**src/rtl/core/i2cms_pkg.sv**
```systemverilog
// Shared types and constants for the I2C master bit sequencer core.
// Request payloads, configuration bundle, phase and mode codes.
// Depends on nothing; included first in compile order.
`timescale 1ns / 1ps

package i2cms_pkg;

  typedef enum logic [2:0] {
    PH_IDLE        = 3'd0,
    PH_START_SETUP = 3'd1,
    PH_START_HOLD  = 3'd2,
    PH_STOP_SETUP  = 3'd3,
    PH_STOP_HOLD   = 3'd4,
    PH_BIT_LOW     = 3'd5,
    PH_BIT_HIGH    = 3'd6
  } phase_t;

  typedef enum logic [2:0] {
    M_START = 3'd0,
    M_STOP  = 3'd1,
    M_WRITE = 3'd2,
    M_READ  = 3'd3,
    M_CHECK = 3'd4,
    M_ACK   = 3'd5,
    M_NACK  = 3'd6
  } mode_t;

  localparam int CfgIndexWidth = 2;

  localparam logic [CfgIndexWidth-1:0] CFG_BIT_HALF    = 2'd0;
  localparam logic [CfgIndexWidth-1:0] CFG_START_SETUP = 2'd1;
  localparam logic [CfgIndexWidth-1:0] CFG_START_HOLD  = 2'd2;

  localparam logic [7:0] BIT_HALF_RESET    = 8'd5;
  localparam logic [7:0] START_SETUP_RESET = 8'd3;
  localparam logic [7:0] START_HOLD_RESET  = 8'd2;

  localparam logic [3:0] BYTE_BITS = 4'd8;
  localparam logic [3:0] ACK_BITS  = 4'd1;

  typedef struct packed {
    logic       cmd_valid;
    logic [2:0] mode;
    logic [7:0] tx_byte;
    logic       sda_in;
  } in_item_t;

  typedef struct packed {
    logic       scl_out;
    logic       sda_out;
    logic       busy_res;
    logic       done_res;
    logic [7:0] rx_byte;
    logic       ack_ok;
  } out_item_t;

  typedef struct packed {
    logic [7:0] bit_half_ticks;
    logic [7:0] start_setup_ticks;
    logic [7:0] start_hold_ticks;
  } cfg_t;

  // A zero timing register still holds the lines for one tick.
  function automatic logic [7:0] load_wait(input logic [7:0] r);
    return (r == 8'd0) ? 8'd1 : r;
  endfunction

endpackage

```
**src/rtl/core/i2c_master_bit_sequencer_core.sv**
```systemverilog
// I2C master bit sequencer core: an accepted tick request shows its result
// on the output register in the next cycle.
// Throughput: one tick per cycle; the output register frees itself when taken,
// so in_ready stays high as long as the result side keeps up.
// Reset (synchronous, active high): sequencer idle with SCL and SDA released,
// timing registers back to 5/3/2 ticks, output register empty. Uses i2cms_pkg.
`timescale 1ns / 1ps

module i2c_master_bit_sequencer_core (
  input  logic                                  clk,
  input  logic                                  rst,
  input  logic                                  in_valid,
  output logic                                  in_ready,
  input  i2cms_pkg::in_item_t                   in_data,
  output logic                                  out_valid,
  input  logic                                  out_ready,
  output i2cms_pkg::out_item_t                  out_data,
  input  logic                                  cfg_valid,
  output logic                                  cfg_ready,
  input  logic [i2cms_pkg::CfgIndexWidth-1:0]   cfg_index,
  input  logic [7:0]                            cfg_data
);

  i2cms_pkg::cfg_t      cfg;
  i2cms_pkg::out_item_t step_result;
  logic                 advance;

  assign cfg_ready = 1'b1;
  assign in_ready  = !out_valid || out_ready;
  assign advance   = in_valid && in_ready;

  always_ff @(posedge clk) begin
    if (rst) begin
      cfg.bit_half_ticks    <= i2cms_pkg::BIT_HALF_RESET;
      cfg.start_setup_ticks <= i2cms_pkg::START_SETUP_RESET;
      cfg.start_hold_ticks  <= i2cms_pkg::START_HOLD_RESET;
    end else if (cfg_valid && cfg_ready) begin
      case (cfg_index)
        i2cms_pkg::CFG_BIT_HALF:    cfg.bit_half_ticks    <= cfg_data;
        i2cms_pkg::CFG_START_SETUP: cfg.start_setup_ticks <= cfg_data;
        i2cms_pkg::CFG_START_HOLD:  cfg.start_hold_ticks  <= cfg_data;
        default: begin
          // drop writes past the register list
        end
      endcase
    end
  end

  i2cms_seq u_seq (
    .clk     (clk),
    .rst     (rst),
    .advance (advance),
    .item    (in_data),
    .cfg     (cfg),
    .result  (step_result)
  );

  always_ff @(posedge clk) begin
    if (rst) begin
      out_valid <= 1'b0;
    end else if (advance) begin
      out_valid <= 1'b1;
    end else if (out_ready) begin
      out_valid <= 1'b0;
    end
  end

  always_ff @(posedge clk) begin
    if (advance) begin
      out_data <= step_result;
    end
  end

endmodule

```
**src/rtl/core/i2cms_seq.sv**
```systemverilog
// Bus sequencer: phase machine, wait and bit counters, shift register.
// Advances one tick per accepted request; result reflects the updated state.
// Depends on i2cms_pkg.
`timescale 1ns / 1ps

module i2cms_seq (
  input  logic                 clk,
  input  logic                 rst,
  input  logic                 advance,
  input  i2cms_pkg::in_item_t  item,
  input  i2cms_pkg::cfg_t      cfg,
  output i2cms_pkg::out_item_t result
);

  i2cms_pkg::phase_t phase, phase_next;
  i2cms_pkg::mode_t  active_mode, active_mode_next;
  logic [7:0] wait_count, wait_count_next;
  logic [3:0] bit_count, bit_count_next;
  logic [7:0] shift_reg, shift_reg_next;
  logic       scl_level, scl_level_next;
  logic       sda_level, sda_level_next;
  logic [7:0] rx_data, rx_data_next;
  logic       ack_flag, ack_flag_next;
  logic       done_next;

  logic       enter_low;
  logic [7:0] low_shift;
  logic [7:0] wait_dec;
  logic [7:0] shift_in;
  logic [3:0] bit_dec;

  assign wait_dec = wait_count - 8'd1;
  assign shift_in = {shift_reg[6:0], item.sda_in};
  assign bit_dec  = bit_count - 4'd1;

  // Next-state logic
  always_comb begin
    phase_next       = phase;
    active_mode_next = active_mode;
    wait_count_next  = wait_count;
    bit_count_next   = bit_count;
    shift_reg_next   = shift_reg;
    scl_level_next   = scl_level;
    sda_level_next   = sda_level;
    rx_data_next     = rx_data;
    ack_flag_next    = ack_flag;
    done_next        = 1'b0;
    enter_low        = 1'b0;
    low_shift        = shift_reg;

    if (phase == i2cms_pkg::PH_IDLE) begin
      if (item.cmd_valid && (item.mode <= i2cms_pkg::M_NACK)) begin
        active_mode_next = i2cms_pkg::mode_t'(item.mode);
        case (i2cms_pkg::mode_t'(item.mode))
          i2cms_pkg::M_START: begin
            sda_level_next  = 1'b1;
            scl_level_next  = 1'b1;
            phase_next      = i2cms_pkg::PH_START_SETUP;
            wait_count_next = i2cms_pkg::load_wait(cfg.start_setup_ticks);
          end
          i2cms_pkg::M_STOP: begin
            sda_level_next  = 1'b0;
            scl_level_next  = 1'b1;
            phase_next      = i2cms_pkg::PH_STOP_SETUP;
            wait_count_next = i2cms_pkg::load_wait(cfg.start_setup_ticks);
          end
          i2cms_pkg::M_WRITE: begin
            low_shift      = item.tx_byte;
            bit_count_next = i2cms_pkg::BYTE_BITS;
            enter_low      = 1'b1;
          end
          i2cms_pkg::M_READ: begin
            shift_reg_next = 8'h00;
            bit_count_next = i2cms_pkg::BYTE_BITS;
            enter_low      = 1'b1;
          end
          default: begin
            bit_count_next = i2cms_pkg::ACK_BITS;
            enter_low      = 1'b1;
          end
        endcase
      end
    end else begin
      wait_count_next = wait_dec;
      if (wait_dec == 8'd0) begin
        case (phase)
          i2cms_pkg::PH_START_SETUP: begin
            sda_level_next  = 1'b0;
            phase_next      = i2cms_pkg::PH_START_HOLD;
            wait_count_next = i2cms_pkg::load_wait(cfg.start_hold_ticks);
          end
          i2cms_pkg::PH_START_HOLD: begin
            scl_level_next = 1'b0;
            phase_next     = i2cms_pkg::PH_IDLE;
            done_next      = 1'b1;
          end
          i2cms_pkg::PH_STOP_SETUP: begin
            sda_level_next  = 1'b1;
            phase_next      = i2cms_pkg::PH_STOP_HOLD;
            wait_count_next = i2cms_pkg::load_wait(cfg.start_hold_ticks);
          end
          i2cms_pkg::PH_STOP_HOLD: begin
            phase_next = i2cms_pkg::PH_IDLE;
            done_next  = 1'b1;
          end
          i2cms_pkg::PH_BIT_LOW: begin
            scl_level_next  = 1'b1;
            phase_next      = i2cms_pkg::PH_BIT_HIGH;
            wait_count_next = i2cms_pkg::load_wait(cfg.bit_half_ticks);
          end
          i2cms_pkg::PH_BIT_HIGH: begin
            if (active_mode == i2cms_pkg::M_READ) begin
              shift_reg_next = shift_in;
            end else if (active_mode == i2cms_pkg::M_CHECK) begin
              ack_flag_next = ~item.sda_in;
            end
            bit_count_next = bit_dec;
            if (bit_dec == 4'd0) begin
              scl_level_next = 1'b0;
              if (active_mode == i2cms_pkg::M_READ) begin
                rx_data_next = shift_in;
              end
              phase_next = i2cms_pkg::PH_IDLE;
              done_next  = 1'b1;
            end else begin
              enter_low = 1'b1;
            end
          end
          default: begin
            phase_next = i2cms_pkg::PH_IDLE;
          end
        endcase
      end
    end

    // Drive the low half of a data or ack bit
    if (enter_low) begin
      scl_level_next = 1'b0;
      if (active_mode_next == i2cms_pkg::M_WRITE) begin
        sda_level_next = low_shift[7];
        shift_reg_next = {low_shift[6:0], 1'b0};
      end else if (active_mode_next == i2cms_pkg::M_ACK) begin
        sda_level_next = 1'b0;
      end else begin
        sda_level_next = 1'b1;
      end
      phase_next      = i2cms_pkg::PH_BIT_LOW;
      wait_count_next = i2cms_pkg::load_wait(cfg.bit_half_ticks);
    end
  end

  // Result logic
  always_comb begin
    result.scl_out  = scl_level_next;
    result.sda_out  = sda_level_next;
    result.busy_res = (phase_next != i2cms_pkg::PH_IDLE);
    result.done_res = done_next;
    result.rx_byte  = rx_data_next;
    result.ack_ok   = ack_flag_next;
  end

  always_ff @(posedge clk) begin
    if (rst) begin
      phase       <= i2cms_pkg::PH_IDLE;
      active_mode <= i2cms_pkg::M_START;
      wait_count  <= 8'd0;
      bit_count   <= 4'd0;
      shift_reg   <= 8'h00;
      scl_level   <= 1'b1;
      sda_level   <= 1'b1;
      rx_data     <= 8'h00;
      ack_flag    <= 1'b0;
    end else if (advance) begin
      phase       <= phase_next;
      active_mode <= active_mode_next;
      wait_count  <= wait_count_next;
      bit_count   <= bit_count_next;
      shift_reg   <= shift_reg_next;
      scl_level   <= scl_level_next;
      sda_level   <= sda_level_next;
      rx_data     <= rx_data_next;
      ack_flag    <= ack_flag_next;
    end
  end

  a_done_to_idle: assert property (@(posedge clk) disable iff (rst)
    (advance && done_next) |=> (phase == i2cms_pkg::PH_IDLE))
    else $error("done reported without returning to idle");

  a_busy_ignores_cmd: assert property (@(posedge clk) disable iff (rst)
    (advance && (phase != i2cms_pkg::PH_IDLE)) |=> (active_mode == $past(active_mode)))
    else $error("command taken while busy");

  a_wait_nonzero: assert property (@(posedge clk) disable iff (rst)
    (phase != i2cms_pkg::PH_IDLE) |-> (wait_count != 8'd0))
    else $error("wait counter empty in an active phase");

  a_bit_count_range: assert property (@(posedge clk) disable iff (rst)
    ((phase == i2cms_pkg::PH_BIT_LOW) || (phase == i2cms_pkg::PH_BIT_HIGH))
      |-> ((bit_count != 4'd0) && (bit_count <= i2cms_pkg::BYTE_BITS)))
    else $error("bit counter out of range during a bit");

  a_hold_when_stalled: assert property (@(posedge clk) disable iff (rst)
    !advance |=> ($stable(phase) && $stable(wait_count) && $stable(shift_reg)))
    else $error("sequencer state moved without a request");

endmodule
```
**config.mk**
```make
export PLATFORM = sky130hd
export DESIGN_NAME = i2c_master_bit_sequencer_core
export DESIGN_NICKNAME = d
export VERILOG_FILES = /design/src/rtl/core/i2cms_pkg.sv /design/src/rtl/core/i2c_master_bit_sequencer_core.sv /design/src/rtl/core/i2cms_seq.sv
export SDC_FILE = /design/constraint.sdc
export NUM_CORES = 1
export LEC_CHECK = 0
export BUFFER_PORTS_ARGS = -buffer_cell sky130_fd_sc_hd__buf_2
export CAP_MARGIN = 10
export CORE_ASPECT_RATIO = 0.9
export CORE_MARGIN = 2
export CORE_UTILIZATION = 50
export DETAILED_ROUTE_END_ITERATION = 8
export PLACE_DENSITY = 0.69
export SYNTH_ARGS = -nofsm -noshare
export SYNTH_HDL_FRONTEND = slang
export SYNTH_HIERARCHICAL = 1
export SYNTH_SLANG_ARGS = --single-unit
```
**constraint.sdc**
```tcl
create_clock -name clk -period 3.4 [get_ports clk]
set_clock_uncertainty 0.15 [all_clocks]
set_input_delay 0.68 -clock clk [delete_from_list [all_inputs] [get_ports clk]]
set_output_delay 0.68 -clock clk [all_outputs]
set_load 0.01 [all_outputs]
```
== After elaboration in Yosys (flattened, before gate mapping) ==
Cells that the tools add are included.
Storage, ports and cells
  input port bits: 28
  output and inout port bits: 16
  logic and storage cells: 138
  register bits: 75
Operators by class
  reductions and logical operators: 26
  equality and inequality tests: 19
  magnitude comparators: 1
  muxes and demuxes: 69
  add/sub/neg operators: 2
  bitwise logic cells: 2
Operator list (count)
  8-bit 2-to-1 mux: 24
  8-bit zero test: 4
  1-bit 2-to-1 mux: 26
  3-bit 2-to-1 mux: 7
  3-bit by 2-bit equality test with 1-bit output (second input constant): 6
  4-bit 2-to-1 mux: 4
  8-bit one-hot mux with 2 select lines: 1
  3-bit equality test (second input constant): 5
  3-bit one-hot mux with 4 select lines: 1
  2-bit OR reduction: 5
  4-bit one-hot mux with 2 select lines: 1
  8-bit by 1-bit subtractor with 8-bit output (second input constant): 1
  3-bit by 1-bit equality test with 1-bit output (second input constant): 2
  3-bit zero test: 2
  3-bit by 2-bit != test with 1-bit output (second input constant): 2
  1-bit one-hot mux with 2 select lines: 3
  3-bit one-hot mux with 2 select lines: 1
  2-bit AND reduction: 3
  2-bit nonzero test: 3
  5-bit AND reduction: 1
  4-bit zero test: 1
  2-bit != test (second input constant): 2
  4-bit by 1-bit subtractor with 4-bit output (second input constant): 1
  3-bit less-or-equal comparator (second input constant): 1
  other kinds (10): 12

== Longest topological paths before layout ==
  depth after elaboration: 8
  gate-level depth with buffers: 11
  gate-level depth less buffers: 9

== Modules after synthesis ==
Netlist, hierarchy kept.
Modules (own cells, without submodules)
  i2cms_seq: seq. area each 740.7 um^2, instances 1, area an instance 2745.1 um^2, cells each 366
  i2c_master_bit_sequencer_core: seq. area each 890.9 um^2, instances 1, area an instance 1445.1 um^2, cells each 116

== Worst setup path before layout ==
OpenSTA, ideal clock, no wires.
  kind: input-to-reg
  start point: input out_ready
  end point: register u_seq.shift_reg[6]
  arrival time: 2685 ps
  stages: 8
  path buffers: 2
  slack: 459 ps
  library setup time: 106 ps
  required time: 3144 ps
  cells stage by stage: nand2b_1 and2_1 clkbuf_1 clkinv_1 nor2_1 clkbuf_1 o211ai_1 o311ai_0
On the way
  word-level cells in the longest chain between the ends: 2
Ends and longest elaborated chain
  from (decl): RTL line i2c_master_bit_sequencer_core.sv:16  | input logic out_ready,
  1-bit logical OR: RTL line i2c_master_bit_sequencer_core.sv:29  | assign in_ready = !out_valid || out_ready;
  1-bit logical AND: RTL line i2c_master_bit_sequencer_core.sv:30  | assign advance = in_valid && in_ready;
  via advance: RTL line i2c_master_bit_sequencer_core.sv:26  | logic advance;
  to (signal assigned): RTL line i2cms_seq.sv:178  | shift_reg <= shift_reg_next;
  to (decl): RTL line i2cms_seq.sv:19  | logic [7:0] shift_reg, shift_reg_next;
The timed path passes the listed nets, and every way through them passes these cells.
A chain may end at the register's enable or synchronous reset.

== Worst setup path after layout ==
  start point: register u_seq.wait_count[0]
  end point: register u_seq.shift_reg[7]
On the way
  word-level cells in the longest chain between the ends: 6
  elaborated cells on any way between the ends: 8
  classes of those cells: add/sub: 1; mux: 6; reduce/logical: 1
Ends and longest elaborated chain
  from (decl): RTL line i2cms_seq.sv:17  | logic [7:0] wait_count, wait_count_next;
  from (signal assigned): RTL line i2cms_seq.sv:176  | wait_count <= wait_count_next;
  8-bit by 1-bit subtractor with 8-bit output *: RTL line i2cms_seq.sv:32  | assign wait_dec = wait_count - 8'd1;
  8-bit zero test *: RTL line i2cms_seq.sv:85  | if (wait_dec == 8'd0) begin
  8-bit 2-to-1 mux: RTL line i2cms_seq.sv:85
  8-bit 2-to-1 mux: RTL line i2cms_seq.sv:51  | if (phase == i2cms_pkg::PH_IDLE) begin
  8-bit 2-to-1 mux: RTL line i2cms_seq.sv:139  | if (active_mode_next == i2cms_pkg::M_WRITE) begin
  8-bit 2-to-1 mux *: RTL line i2cms_seq.sv:137  | if (enter_low) begin
Every way passes the cells marked *; elsewhere a longest branch is shown, timed or not.

==> flow_metrics.env <==
export IMPL_outcome="completed"
export IMPL_synth_top_area_share_pct=29.6
export IMPL_floorplan_die_width_um=100
export IMPL_worst_hold_path_type="flip-flop to flip-flop"
export IMPL_fin_nets=549
export IMPL_cp_buffers_inverters=1
export IMPL_worst_slew_margin_rel_pct=59.0
export IMPL_timing_final_setup_violations=0
export IMPL_synth_area_leaders="dfxtp_1, edfxtp_1, mux2i_1, nor2_1, nand2b_1"
export IMPL_unrepaired_setup_endpoints_after_global_routing="false"
export IMPL_fraction_of_registers_with_async_set_reset_pct=0
export IMPL_synthesis_instances=482
export IMPL_grt_pass1_wl_um=16700
export IMPL_most_used_flip_flop_cell_after_synthesis="dfxtp_1"
export IMPL_syn_cell_area_mm2=0.00419
export IMPL_tritoncts="built"
export IMPL_crit_path_cell_trace="inv_1 > ha_1 > or2_2 > o32a_2 > nor2_1 > nand2_1 > o21a_1 > o211ai_1 > o311ai_0"
export IMPL_vdd_ir_drop_max_v=0.000258
export IMPL_period_share_pct=90.7
export IMPL_maxCapViolCount=0
export IMPL_finalWorstPathRequiredPeriod_ps=3090
export IMPL_firstDrtPassIters=5
export IMPL_worstSetupEndpointType="flip-flop"
export IMPL_timing_critical_path_max_delay_family="compound AO/OA/AOI/OAI gates"
export IMPL_antenna_diode_count=0
export IMPL_worstSkewPairLatency_ps=350
export IMPL_grt_remaining_overflow=0
export IMPL_max_freq_mhz=324
export IMPL_antenna_violations_before_repair=0
export IMPL_report_final_slew_viol_count=0
export IMPL_placed_cells_incl_taps=605
export IMPL_pin_count_of_the_biggest_net_entering_global_routing=72
export IMPL_antenna_violating_nets_post_route=0
export IMPL_synth_commonest_cells="dfxtp_1, nor2_1, mux2i_1"
export IMPL_worst_path_maximum_fanout=9
export IMPL_globalplace_congestion=0.900
export IMPL_track_usage_pct=22.9
export IMPL_placement_rows=31
export IMPL_ys_types=65
export IMPL_synthToLayoutAreaGrowth_pct=12.1
export IMPL_finalWirelength_um=10100
export IMPL_wl_per_cell_um=16.3
export IMPL_cts_root_buffer="clkbuf_8"
export IMPL_syn_mean_instance_area_um2=8.69
export IMPL_yosysMostFrequentCell="dfxtp_1"
export IMPL_port_buffer_count=42
export IMPL_drt_vias_per_instance=6.01
export IMPL_post_cts_resized=0
export IMPL_die_footprint_mm2=0.00913
export IMPL_cellPowerDensity_mw_per_mm2=459
export IMPL_setup_worst_path_start_class="flip-flop"
export IMPL_drive_above_1_share_pct=17.8
export IMPL_fin_tns_setup_ps=0
export IMPL_synth_area_leader_cell="dfxtp_1"
export IMPL_clock_tree_htree_level_count=3
export IMPL_worst_slew_pin_transition_ps=614
export IMPL_power_w=0.00216
export IMPL_crit_required_ps=3460
export IMPL_routed_via_count=3734
export IMPL_drt_drc_violations_left=0
export IMPL_criticalPathCategory="flip-flop to flip-flop"
export IMPL_clock_sink_count=75
export IMPL_cp_data_arrival_time_ps=3150
export IMPL_post_cts_setup_buffers=0
export IMPL_synth_yosys_seq_area_share_pct=38.9
export IMPL_via_count_of_the_first_global_routing_pass=3382
export IMPL_maximum_buffer_depth_of_the_clock_tree=2
export IMPL_synth_edff_count=13
export IMPL_coreArea_mm2=0.00811
export IMPL_worst_r2r_setup_slack_ps=310
export IMPL_synth_seq_cells=75
export IMPL_final_cells=621
export IMPL_detailedPlacementHpwl_um=7160
export IMPL_crit_path_top_delay_cell="dfxtp_1"
export IMPL_number_of_flip_flops_under_the_largest_register_name=24
export IMPL_cts_buffers_inserted=9
export IMPL_worst_path_largest_cell_delay_ps=480
export IMPL_report_final_hold_viol_count=0
export IMPL_post_cts_hold_buffer_count=0
export IMPL_drt_iter0_markers=289
export IMPL_die_h_um=90.8
export IMPL_initial_core_util_pct=51.7
export IMPL_io_pins=44
export IMPL_clkSlewWorstSetupHoldPaths_ps=90
export IMPL_synth_nets=514
export IMPL_max_flop_register="cfg"
export IMPL_yosysWarningCount=6
export IMPL_biggestRegsByFlops="cfg x24, out_data x13"
export IMPL_power_static_leakage_nw=1.84
-- layout make-up --
class,count,area [µm²]
Clock inverter,6,68.8
Sequential cell,75,1630
Timing Repair Buffer,55,308
Multi-Input combinational cell,357,2340
Clock buffer,10,149
Tap cell,99,124
Inverter,19,71.3
Fill cell,721,3410
-- cells in the final DEF (no fill, tap or decap), types with 3 or more instances in the layout --
cell	n
nand2b_1	32
buf_2	42
nor3_1	13
a211oi_1	4
or2_2	3
mux2i_1	37
nor2_1	54
a221o_1	6
nand2_1	30
edfxtp_1	13
dfxtp_1	62
a221oi_1	7
ha_1	4
o211ai_1	10
a21oi_1	15
nand3b_1	5
o21ai_0	25
o21a_1	4
mux2_2	8
and3_1	11
or3_1	3
inv_1	18
nand3_1	19
clkbuf_8	9
a31oi_1	5
o311ai_0	7
xnor2_1	4
nor4_1	6
buf_4	13
nor2b_1	3
-- final timing paths --
path | from | endpoint | cells after the start
min | cfg[3] | cfg[3] | 2
max reg2reg | u_seq/wait_count[0] | u_seq/shift_reg[7] | 9
min reg2reg | cfg[3] | cfg[3] | 2
max | u_seq/wait_count[0] | u_seq/shift_reg[7] | 9
-- metal layers --
metal	GRT usage (%)	wire length [µm]
met5	0	0
met4	6.85	109
met3	4.64	639
met2	32.7	4440
met1	34.4	4940
-- tightest hold or removal path: stages, from the launching register on --
cell and delay [ps]:
dfxtp_1 330, nand2b_1 70, mux2i_1 60
-- cell families after synthesis --
| kind of cell | synth area share, % |
|---|---|
| AND/OR/NAND/NOR | 26.5 |
| AO/OA/AOI/OAI | 16.3 |
| flip-flops | 38.9 |
| buffers and inverters | 5.20 |
| multiplexers | 11.0 |
| adder cells (fa/ha/maj) | 1.19 |
| XOR/XNOR | 0.836 |
| other | 0.0895 |
-- report_power, final --
part | internal [W] | switching (W) | leakage [nW]
logic | 0.000173 | 0.000252 | 1.09
clock network | 0.000392 | 0.000356 | 0.114
registers | 0.000944 | 0.0000416 | 0.633
total | 0.00151 | 0.000650 | 1.84
-- per-stage QoR --
step / hold slack (ps) / setup WS [ps] / instance area [µm²] / utilization, %
CTS: 350 / 320 / 4690 / 57.9
global placement: 319 / 415 / 4480 / 55.2
global route: 380 / 139 / 4700 / 57.9
detailed placement: 336 / 333 / 4480 / 55.2
floorplan: 298 / 459 / 4190 / -
finish: 346 / 315 / 4700 / 57.9
No activity file was read; power rests on OpenSTA's default activity.
